$ cat config.mk
export PLATFORM = sky130hd
export DESIGN_NAME = service_time_fifo
export DESIGN_NICKNAME = d
export VERILOG_FILES = /design/src/sv/stf_pkg.sv /design/src/sv/stf_cell.sv /design/src/sv/stf_ctrl.sv /design/src/sv/service_time_fifo.sv
export VERILOG_INCLUDE_DIRS = /design/src /design/src/sv
export SDC_FILE = /design/constraint.sdc
export NUM_CORES = 1
export LEC_CHECK = 0
export BUFFER_PORTS_ARGS = -buffer_cell sky130_fd_sc_hd__buf_4
export CELL_PAD_IN_SITES_DETAIL_PLACEMENT = 1
export CELL_PAD_IN_SITES_GLOBAL_PLACEMENT = 2
export CORE_ASPECT_RATIO = 0.6
export CORE_MARGIN = 1.5
export CORE_UTILIZATION = 40
export CTS_BUF_LIST = sky130_fd_sc_hd__clkbuf_8
export DETAILED_ROUTE_END_ITERATION = 8
export PLACE_DENSITY_LB_ADDON = 0.05
export SLEW_MARGIN = 40
export SYNTH_ARGS = -nofsm -noshare
export SYNTH_HDL_FRONTEND = slang
export SYNTH_SLANG_ARGS = --single-unit
$ cat constraint.sdc
create_clock -name i_clk -period 4.86 [get_ports i_clk]
set_input_delay 0.243 -clock i_clk [delete_from_list [all_inputs] [get_ports i_clk]]
set_output_delay 0.243 -clock i_clk [all_outputs]
set_load 0.01 [all_outputs]
$ cat src/sv/assert_macros.svh
// assertion macros used by the rtl file stf_ctrl
`ifndef ASSERT_MACROS_SVH
`define ASSERT_MACROS_SVH

// invariant checked at every rising clock edge out of reset
`define ASSERT_ALWAYS(label, clk, rst_n, expr) \
    label: assert property (@(posedge clk) disable iff (!rst_n) (expr)) \
        else $error("assertion failed");

// antecedent implies consequent in the following cycle
`define ASSERT_NEXT(label, clk, rst_n, ante, cons) \
    label: assert property (@(posedge clk) disable iff (!rst_n) (ante) |=> (cons)) \
        else $error("assertion failed");

`endif

$ cat src/sv/stf_pkg.sv
// package for the service time queue: sizes, codes and cell control type
`default_nettype none
package stf_pkg;

    localparam int DEPTH  = 16;
    localparam int ID_W   = 16;
    localparam int TIME_W = 16;
    localparam int QT_W   = 24;
    localparam int CNT_W  = $clog2(DEPTH + 1);
    localparam int SUM_W  = TIME_W + $clog2(DEPTH);
    localparam int CMP_W  = (SUM_W > QT_W) ? SUM_W : QT_W;

    typedef enum logic [1:0] {
        OP_ENQUEUE = 2'd0,
        OP_DEQUEUE = 2'd1,
        OP_PEEK    = 2'd2,
        OP_FIND    = 2'd3
    } t_op;

    typedef enum logic [1:0] {
        ST_OK    = 2'd0,
        ST_EMPTY = 2'd1,
        ST_FULL  = 2'd2
    } t_status;

    typedef enum logic {
        S_IDLE = 1'b0,
        S_FIND = 1'b1
    } t_state;

    // control for one cell, or for the whole row before the load decode
    typedef struct packed {
        logic shift;
        logic load;
    } t_cell_ctl;

endpackage
`default_nettype wire

$ cat src/sv/stf_cell.sv
// one queue cell: holds an entry, loads a new one or takes its neighbour's
`default_nettype none
module stf_cell import stf_pkg::*; (
    input  wire logic              i_clk,
    input  wire t_cell_ctl         i_ctl,
    input  wire logic [ID_W-1:0]   i_ld_id,
    input  wire logic [TIME_W-1:0] i_ld_time,
    input  wire logic [ID_W-1:0]   i_nb_id,
    input  wire logic [TIME_W-1:0] i_nb_time,
    output logic      [ID_W-1:0]   o_id,
    output logic      [TIME_W-1:0] o_time
);

    logic [ID_W-1:0]   r_id;
    logic [TIME_W-1:0] r_time;
    logic [ID_W-1:0]   n_id;
    logic [TIME_W-1:0] n_time;

    // shift towards the head, or take the item being enqueued
    always_comb begin
        n_id   = r_id;
        n_time = r_time;
        if (i_ctl.shift) begin
            n_id   = i_nb_id;
            n_time = i_nb_time;
        end else if (i_ctl.load) begin
            n_id   = i_ld_id;
            n_time = i_ld_time;
        end
    end

    always_ff @(posedge i_clk) begin
        r_id   <= n_id;
        r_time <= n_time;
    end

    assign o_id   = r_id;
    assign o_time = r_time;

endmodule
`default_nettype wire

$ cat src/sv/stf_ctrl.sv
// queue controller: fill count, find walk over the head cell, result register
`default_nettype none
`include "assert_macros.svh"
module stf_ctrl import stf_pkg::*; (
    input  wire logic              i_clk,
    input  wire logic              i_rst_n,
    input  wire logic              i_valid,
    output logic                   o_stall,
    input  wire logic [1:0]        i_opcode,
    input  wire logic [QT_W-1:0]   i_query_time,
    input  wire logic [ID_W-1:0]   i_head_id,
    input  wire logic [TIME_W-1:0] i_head_time,
    output t_cell_ctl              o_ctl,
    output logic      [CNT_W-1:0]  o_count,
    output logic                   o_valid,
    input  wire logic              i_stall,
    output logic      [1:0]        o_status,
    output logic      [ID_W-1:0]   o_out_id,
    output logic      [TIME_W-1:0] o_out_time
);

    localparam logic [CNT_W-1:0] FULL_CNT = CNT_W'(DEPTH);

    t_state            r_state, n_state;
    logic [CNT_W-1:0]  r_count, n_count;
    logic [SUM_W-1:0]  r_sum, n_sum;
    logic [QT_W-1:0]   r_qt, n_qt;
    logic              r_out_valid, n_out_valid;
    t_status           r_status, n_status;
    logic [ID_W-1:0]   r_id, n_id;
    logic [TIME_W-1:0] r_time, n_time;
    logic              out_free;
    logic              acc;
    logic              enq_take;
    logic [SUM_W-1:0]  step_sum;
    t_op               op;
    t_cell_ctl         ctl;

    assign op       = t_op'(i_opcode);
    assign out_free = !r_out_valid || !i_stall;
    assign o_stall  = !((r_state == S_IDLE) && out_free);
    assign acc      = i_valid && !o_stall;
    assign enq_take = acc && (op == OP_ENQUEUE) && (r_count != FULL_CNT);
    assign step_sum = r_sum + SUM_W'(i_head_time);

    // next state, row control and result
    always_comb begin
        n_state     = r_state;
        n_count     = r_count;
        n_sum       = r_sum;
        n_qt        = r_qt;
        n_out_valid = r_out_valid && i_stall;
        n_status    = r_status;
        n_id        = r_id;
        n_time      = r_time;
        ctl         = '0;
        unique case (r_state)
            S_IDLE: begin
                if (acc) begin
                    unique case (op)
                        OP_ENQUEUE: begin
                            n_out_valid = 1'b1;
                            n_id        = '0;
                            n_time      = '0;
                            if (r_count == FULL_CNT) begin
                                n_status = ST_FULL;
                            end else begin
                                n_status = ST_OK;
                                ctl.load = 1'b1;
                                n_count  = r_count + 1'b1;
                            end
                        end
                        OP_DEQUEUE, OP_PEEK: begin
                            n_out_valid = 1'b1;
                            if (r_count == '0) begin
                                n_status = ST_EMPTY;
                                n_id     = '0;
                                n_time   = '0;
                            end else begin
                                n_status = ST_OK;
                                n_id     = i_head_id;
                                n_time   = i_head_time;
                                if (op == OP_DEQUEUE) begin
                                    ctl.shift = 1'b1;
                                    n_count   = r_count - 1'b1;
                                end
                            end
                        end
                        OP_FIND: begin
                            n_state = S_FIND;
                            n_sum   = '0;
                            n_qt    = i_query_time;
                        end
                    endcase
                end
            end
            S_FIND: begin
                if (r_count == '0) begin
                    // no entries left: queue was empty or the walk passed the total
                    if (out_free) begin
                        n_out_valid = 1'b1;
                        n_status    = ST_EMPTY;
                        n_id        = '0;
                        n_time      = '0;
                        n_state     = S_IDLE;
                    end
                end else if (CMP_W'(step_sum) >= CMP_W'(r_qt)) begin
                    // head cell reaches the query time
                    if (out_free) begin
                        n_out_valid = 1'b1;
                        n_status    = ST_OK;
                        n_id        = i_head_id;
                        n_time      = i_head_time;
                        n_state     = S_IDLE;
                    end
                end else begin
                    // drop the head and keep summing
                    ctl.shift = 1'b1;
                    n_count   = r_count - 1'b1;
                    n_sum     = step_sum;
                end
            end
        endcase
    end

    // control registers
    always_ff @(posedge i_clk) begin
        if (!i_rst_n) begin
            r_state     <= S_IDLE;
            r_count     <= '0;
            r_out_valid <= 1'b0;
        end else begin
            r_state     <= n_state;
            r_count     <= n_count;
            r_out_valid <= n_out_valid;
        end
    end

    // payload registers
    always_ff @(posedge i_clk) begin
        r_sum    <= n_sum;
        r_qt     <= n_qt;
        r_status <= n_status;
        r_id     <= n_id;
        r_time   <= n_time;
    end

    assign o_ctl      = ctl;
    assign o_count    = r_count;
    assign o_valid    = r_out_valid;
    assign o_status   = r_status;
    assign o_out_id   = r_id;
    assign o_out_time = r_time;

    `ASSERT_ALWAYS(a_count_bound, i_clk, i_rst_n, r_count <= FULL_CNT)
    `ASSERT_ALWAYS(a_shift_nonempty, i_clk, i_rst_n, !ctl.shift || (r_count != '0))
    `ASSERT_ALWAYS(a_load_not_full, i_clk, i_rst_n, !ctl.load || (r_count != FULL_CNT))
    `ASSERT_NEXT(a_enq_count, i_clk, i_rst_n, enq_take, r_count == $past(r_count) + 1'b1)

endmodule
`default_nettype wire

$ cat src/sv/service_time_fifo.sv
// enqueue, dequeue and peek give their result in the cycle after acceptance
// find walk: drops head entries until the running sum reaches the query time or none are left
// one non-find op per cycle unless the output stalls; no op is taken while a find walks
// the find walk inspects the head cell once per cycle while the cell row shifts forward
// reset is synchronous active low, clears count, state and result valid; cells are not cleared
`default_nettype none
module service_time_fifo import stf_pkg::*; (
    input  wire logic              i_clk,
    input  wire logic              i_rst_n,
    input  wire logic              i_valid,
    output logic                   o_stall,
    input  wire logic [1:0]        i_opcode,
    input  wire logic [ID_W-1:0]   i_person_id,
    input  wire logic [TIME_W-1:0] i_service_time,
    input  wire logic [QT_W-1:0]   i_query_time,
    output logic                   o_valid,
    input  wire logic              i_stall,
    output logic      [1:0]        o_status,
    output logic      [ID_W-1:0]   o_out_id,
    output logic      [TIME_W-1:0] o_out_time
);

    t_cell_ctl         row_ctl;
    logic [CNT_W-1:0]  count;
    logic [ID_W-1:0]   cell_id   [DEPTH+1];
    logic [TIME_W-1:0] cell_time [DEPTH+1];

    // nothing enters from beyond the tail cell
    assign cell_id[DEPTH]   = '0;
    assign cell_time[DEPTH] = '0;

    stf_ctrl u_ctrl (
        .i_clk        (i_clk),
        .i_rst_n      (i_rst_n),
        .i_valid      (i_valid),
        .o_stall      (o_stall),
        .i_opcode     (i_opcode),
        .i_query_time (i_query_time),
        .i_head_id    (cell_id[0]),
        .i_head_time  (cell_time[0]),
        .o_ctl        (row_ctl),
        .o_count      (count),
        .o_valid      (o_valid),
        .i_stall      (i_stall),
        .o_status     (o_status),
        .o_out_id     (o_out_id),
        .o_out_time   (o_out_time)
    );

    // row of cells, head at position zero; an enqueue lands at the fill count
    for (genvar g = 0; g < DEPTH; g++) begin : g_cell
        t_cell_ctl c_ctl;
        assign c_ctl.shift = row_ctl.shift;
        assign c_ctl.load  = row_ctl.load && (count == CNT_W'(g));
        stf_cell u_cell (
            .i_clk     (i_clk),
            .i_ctl     (c_ctl),
            .i_ld_id   (i_person_id),
            .i_ld_time (i_service_time),
            .i_nb_id   (cell_id[g+1]),
            .i_nb_time (cell_time[g+1]),
            .o_id      (cell_id[g]),
            .o_time    (cell_time[g])
        );
    end

endmodule
`default_nettype wire

# Word level (Yosys, flattened, before mapping)
# Cells that the tools add are included.
dict set report word_totals {
  reg_bits 597
  output_inout_bits 36
  word_cells 239
}
dict set report op_classes {
  eq_ne 29
  muxes 119
  n_addsub 3
  order_cmp 1
  bitwise 1
  n_reduce_logical 46
}
# cell count
set ops {}
lappend ops {{$mux 16} 71}
lappend ops {{$pmux 16 s2} 4}
lappend ops {{$mux 20} 4}
lappend ops {{$eq 5x4->1 const B} 8}
lappend ops {{$pmux 20 s2} 1}
lappend ops {{$mux 5} 6}
lappend ops {{$reduce_bool 2->1} 15}
lappend ops {{$ge 20x24->1} 1}
lappend ops {{$add 20x16->20} 1}
lappend ops {{$eq 5x3->1 const B} 4}
lappend ops {{$pmux 5 s2} 2}
lappend ops {{$logic_and 1x1->1} 19}
lappend ops {{$mux 1} 19}
lappend ops {{$ne 3x3->1 const B} 5}
lappend ops {{$mux 2} 7}
lappend ops {{$eq 5x2->1 const B} 2}
lappend ops {{$ne 2x2->1 const B} 4}
lappend ops {{$pmux 2 s2} 2}
lappend ops {{$reduce_and 4->1} 2}
lappend ops {{$reduce_and 7->1} 1}
lappend ops {{$pmux 1 s2} 3}
lappend ops {{$add 5x1->5 const B} 1}
lappend ops {{$eq 5x1->1 const B} 1}
lappend ops {{$eq 5x5->1 const B} 1}
lappend ops {{12 further kinds} 15}

# Depth between registers and ports, before layout
dict set report logic_depth {
  ltp_word 9
  ltp_mapped 19
  mapped_depth_nobuf 16
}

# Hierarchy
# Synthesis repeated with hierarchy kept, for this count alone.
dict set report unflattened {
  hier_cells 1538
  hier_area_um2 28970.3
}
# module area_per_inst_um2 cells_each seq_area_each_um2 n_inst
set by_module_without_submodules {}
lappend by_module_without_submodules {stf_cell 1507.7 69 960.9 16}
lappend by_module_without_submodules {stf_ctrl 4712.0 410 2482.4 1}
lappend by_module_without_submodules {service_time_fifo 135.1 24 0.0 1}

# Least setup slack after synthesis
# OpenSTA, ideal clock, no wires.
dict set report synth_path {
  path_kind {register to register}
  start {register g_cell[0].u_cell.r_time[0]}
  end {register g_cell[1].u_cell.r_id[0], enable pin}
  required_ns 4.432
  t_arrival_ns 4.648
  path_slack_ns -0.216
  stages_incl_launch_ff 19
  setup_time_ns 0.428
  n_path_buf 2
  synth_period_minus_slack_ns 5.076
  cell_sequence {edfxtp_1 -> ha_1 -> inv_1 -> fa_1 -> nor2b_1 -> o31a_1 -> o221ai_1 -> a211oi_1 -> o211ai_1 -> xnor2_1 -> ha_1 -> nand4_1 -> nor2_1 -> o211ai_1 -> nand2_1 -> o31ai_4 -> buf_12 -> buf_2 -> o21bai_1}
}
dict set report synth_between {
  elab_chain_len 6
}
# item line_no
set synth_rtl {}
lappend synth_rtl {{start: declaration} stf_cell.sv:15} ;# logic [TIME_W-1:0] r_time;
lappend synth_rtl {{start signal: assignment} stf_cell.sv:34} ;# r_time <= n_time;
lappend synth_rtl {{$add 20x16->20} stf_ctrl.sv:44} ;# assign step_sum = r_sum + SUM_W'(i_head_time);
lappend synth_rtl {{named net u_ctrl.step_sum[18]} stf_ctrl.sv:35} ;# logic [SUM_W-1:0] step_sum;
lappend synth_rtl {{$ge 20x24->1} stf_ctrl.sv:107} ;# end else if (CMP_W'(step_sum) >= CMP_W'(r_qt)) begin
lappend synth_rtl {{$mux 1} stf_ctrl.sv:107}
lappend synth_rtl {{$mux 1} stf_ctrl.sv:98} ;# if (r_count == '0) begin
lappend synth_rtl {{$pmux 1 s2} stf_ctrl.sv:57} ;# unique case (r_state)
lappend synth_rtl {{$reduce_bool 2->1 (no source line)} --}
lappend synth_rtl {{end signal: assignment} stf_cell.sv:33} ;# r_id <= n_id;
lappend synth_rtl {{end: declaration} stf_cell.sv:14} ;# logic [ID_W-1:0] r_id;
# The timed path passes the listed nets, and every way through them passes these cells.
# A chain may end at the register's enable or synchronous reset.

# Final worst setup path
dict set report layout_path {
  start {register g_cell[0].u_cell.r_time[1]}
  end {register g_cell[9].u_cell.r_time[7] (data pin)}
}
dict set report layout_between {
  elab_chain_len 6
}
# item line_no
set layout_rtl {}
lappend layout_rtl {{$add 20x16->20} stf_ctrl.sv:44}
lappend layout_rtl {{named net u_ctrl.step_sum[18]} stf_ctrl.sv:35}
lappend layout_rtl {{$ge 20x24->1} stf_ctrl.sv:107}
lappend layout_rtl {{$mux 1} stf_ctrl.sv:107}
lappend layout_rtl {{$mux 1} stf_ctrl.sv:98}
lappend layout_rtl {{$pmux 1 s2} stf_ctrl.sv:57}
lappend layout_rtl {{$mux 16} stf_cell.sv:23} ;# if (i_ctl.shift) begin
lappend layout_rtl {{named net g_cell[9].u_cell.n_time[7]} stf_cell.sv:17} ;# logic [TIME_W-1:0] n_time;
lappend layout_rtl {{end signal: assignment} stf_cell.sv:34}
lappend layout_rtl {{end: declaration} stf_cell.sv:15}
# The timed path passes the listed nets, and every way through them passes these cells.

==> metrics.csv <==
metric,value,unit
outcome,"finished, final reports clean",
initial antenna violation count,0,
Bufs on Longest Clock Path,3,
RSZ-0062 raised after global routing,true,
sequential area share after synthesis,60.10,%
Setup CP Type,flip-flop to flip-flop,
DR DRC count,0,
grt ovf,0,
CTS sink count,597,
area of the die,0.07463,mm2
Post-synth EDFFs,558,
Area Growth Syn to Fin,18.71,%
placed cells,2765,
WL/cell,22.24,um
largest net degree at the start of global routing,35,
Place WS,-0.2268,ns
Synth warnings,0,
Core Region,0.07198,mm2
post-synth top area share,57.43,%
Synth top cells by count,"edfxtp_1 (558), mux2_4 (480), nand2_1 (101)",
ant diodes,0,
final setup vio count,0,
Worst slew margin,52.39,%
hold crit path type,input pin to flip-flop,
fin cells,3024,
fin crit period,4.706,ns
root buffer cell,clkbuf_8,
Total Routing Usage GR,18.35,%
IO Pins,98,
fin. max-slew vios,0,
final setup margin,0.1537,ns
crit path max fanout,6,
Post-synth ARST share,0,%
Max Fclk,212.5,MHz
Synth Area per Inst,17.83,um2
"Arr. time, crit path",5.14,ns
power density cells,362.7,mW/mm2
vias in the first global route,15970,
Pre-Repair DR Iteration Count,4,
Synth area leaders,"edfxtp_1 (57%), mux2_4 (25%), buf_12 (3.6%)",
busiest grt layer,met1,
total CTS buffers,96,
hpwl dp,42.69,mm
Post-Syn Area,0.02918,mm2
clock latency on the worst-skew pair,0.71,ns
global routing usage on met3,3.193,%
CTS tree,yes,
Mapped Nets,1746,
chip width,351.7,um
crit start category,flip-flop,
routability congestion estimate,0.7540,
Worst-Margin Slew,0.7142,ns
total number of vias,14930,
first-pass GRT wire length,102.1,mm
#FFs+latches synth,597,
Final nets,2083,
final wirelength,67.25,mm
Worst Hold Path Cells,4,
clock skew,0.03637,ns
Worst-path clk slew,0.07,ns
CP endpoint kind,flip-flop,
post-route ant nets,0,
Leak,0.01308,uW
DR iter-0 viols,916,
max-cap violation count,0,
Final period util,96.84,%
Starting Density,40.53,%
Netlist cell types,59,
final hold viol count,0,
r2r worst-path depth,21,
Pwr Total,12560,uW
Worst EP required,5.30,ns
grt met2 use,27.14,%
Synth Instances,1636,
Max VDD drop,0.1888,mV
Global Route met1 Usage,27.52,%
share of layout cells above drive strength 1,46.95,%
# rows,76,
Port Buf Inserts,97,
Most used DFF post-synth,edfxtp_1,
Die H,212.2,um
top-count cell post-synth,edfxtp_1,
final core occ,48.12,%
DR vias/cell,4.937,
"area leader, netlist",edfxtp_1,
H-Tree Depth,3,
power breakdown:
group          switching, uW  internal (uW)
logic                   1080           1220
clock network           2070           2020
registers                109           6060
total                   3260           9300
timing repair:
action | 4_1_cts | 5_1_grt
setup buffers | 19 | 8
pin swaps | 21 | 23
endpoints found under the hold margin | 461 | 0
setup endpoints to repair | 992 | 951
hold buffers | 58 | 0
gates cloned | 2 | 1
resized for setup | 28 | 27
registers in the layout, indices dropped and copies added (netlist names):
signal	cells
u_ctrl.o_out_id	16
u_ctrl.o_count	5
u_ctrl.o_valid	1
u_ctrl.r_state	1
u_ctrl.r_qt	24
u_ctrl.o_status	2
g_cell.u_cell.o_id	256
g_cell.u_cell.o_time	256
u_ctrl.r_sum	20
u_ctrl.o_out_time	16
kinds of logic after synthesis:
group,Yosys count,synth area share (%)
xor gates and xnor gates,15,0.4502
adders and majority gates,48,2.084
DFF,597,60.10
muxes,489,25.01
AOI/OAI and AO/OA,125,3.182
and+or+nand+nor,223,3.756
buffers and inverters,139,5.416
worst max-delay path, stage by stage, from the launching register on:
cell and delay (ns):
edfxtp_1 0.40, buf_6 0.12, inv_2 0.03, fa_2 0.41, nor2b_4 0.14, o31a_1 0.20, o221ai_4 0.18, a211oi_4 0.32
buf_4 0.17, o211ai_1 0.13, xnor2_1 0.17, ha_1 0.31, nand4_1 0.14, buf_4 0.18, nor4_4 0.28, a21boi_4 0.25
o31ai_4 0.09, buf_6 0.15, buf_16 0.15, buf_12 0.15, clkbuf_16 0.16, mux2_4 0.29
final timing paths:
path	start	end	slack (ns)
worst max-delay path	g_cell[0].u_cell.o_time[1]$_DFFE_PP_	g_cell[9].u_cell.o_time[7]$_DFFE_PP_	0.15
worst min-delay path	i_valid	u_ctrl.o_valid$_SDFF_PN0_	0.06
worst max register to register	g_cell[0].u_cell.o_time[1]$_DFFE_PP_	g_cell[9].u_cell.o_time[7]$_DFFE_PP_	0.15
worst min register to register	g_cell[15].u_cell.o_id[5]$_SDFFE_PP0P_	g_cell[15].u_cell.o_id[5]$_SDFFE_PP0P_	0.46
layout by cell type (no fill, tap or decap), types with 9 or more instances in the layout:
| cell | Yosys | routed |
|---|---|---|
| mux2_4 | 480 | 480 |
| clkinv_1 | 1 | 20 |
| buf_6 | 4 | 11 |
| nand2b_1 | 11 | 11 |
| buf_4 | 1 | 209 |
| nand2_1 | 101 | 99 |
| nor3_1 | 10 | 10 |
| a21o_1 | 14 | 14 |
| dfxtp_1 | 39 | 39 |
| nor2_1 | 23 | 20 |
| a21oi_1 | 19 | 18 |
| clkinv_2 | 0 | 11 |
| clkbuf_8 | 0 | 101 |
| and2_1 | 40 | 40 |
| dlygate4sd3_1 | 0 | 58 |
| edfxtp_1 | 558 | 558 |
| o21ai_0 | 15 | 9 |
| a21oi_2 | 30 | 30 |
| xnor2_1 | 10 | 10 |
| mux2i_1 | 9 | 9 |
| inv_1 | 34 | 69 |
| o21bai_4 | 0 | 15 |
| buf_12 | 53 | 62 |
| ha_1 | 47 | 43 |
through the flow:
stage	TNS [ns]	area [um2]	hold slack, ns
floorplan	0	29240	0.3419
global placement	-134.06	31810	0.4208
detailed placement	-176.26	31810	0.4223
CTS	0	34460	0.009334
global route	-0.2735	34640	0.05871
finish	0	34640	0.06219
area by class of cell:
type	count	area [um2]
multi-input combinational	900	10410
sequential	597	17540
clock inverter	73	351.6
inverter	35	131.4
fill	6916	37350
timing repair buffer	343	3595
clock buffer	101	1390
tap	975	1220
metal layers:
metal | wire (um) | up-vias | part of all wire (%)
li1 | - | 6866 | -
met1 | 34780 | 7771 | 52
met4 | 1356 | 2 | 2.0
met5 | 83 | - | 0.12
met3 | 1870 | 102 | 2.8
met2 | 29160 | 188 | 43
Note: power is estimated with default switching activity, not from simulation.
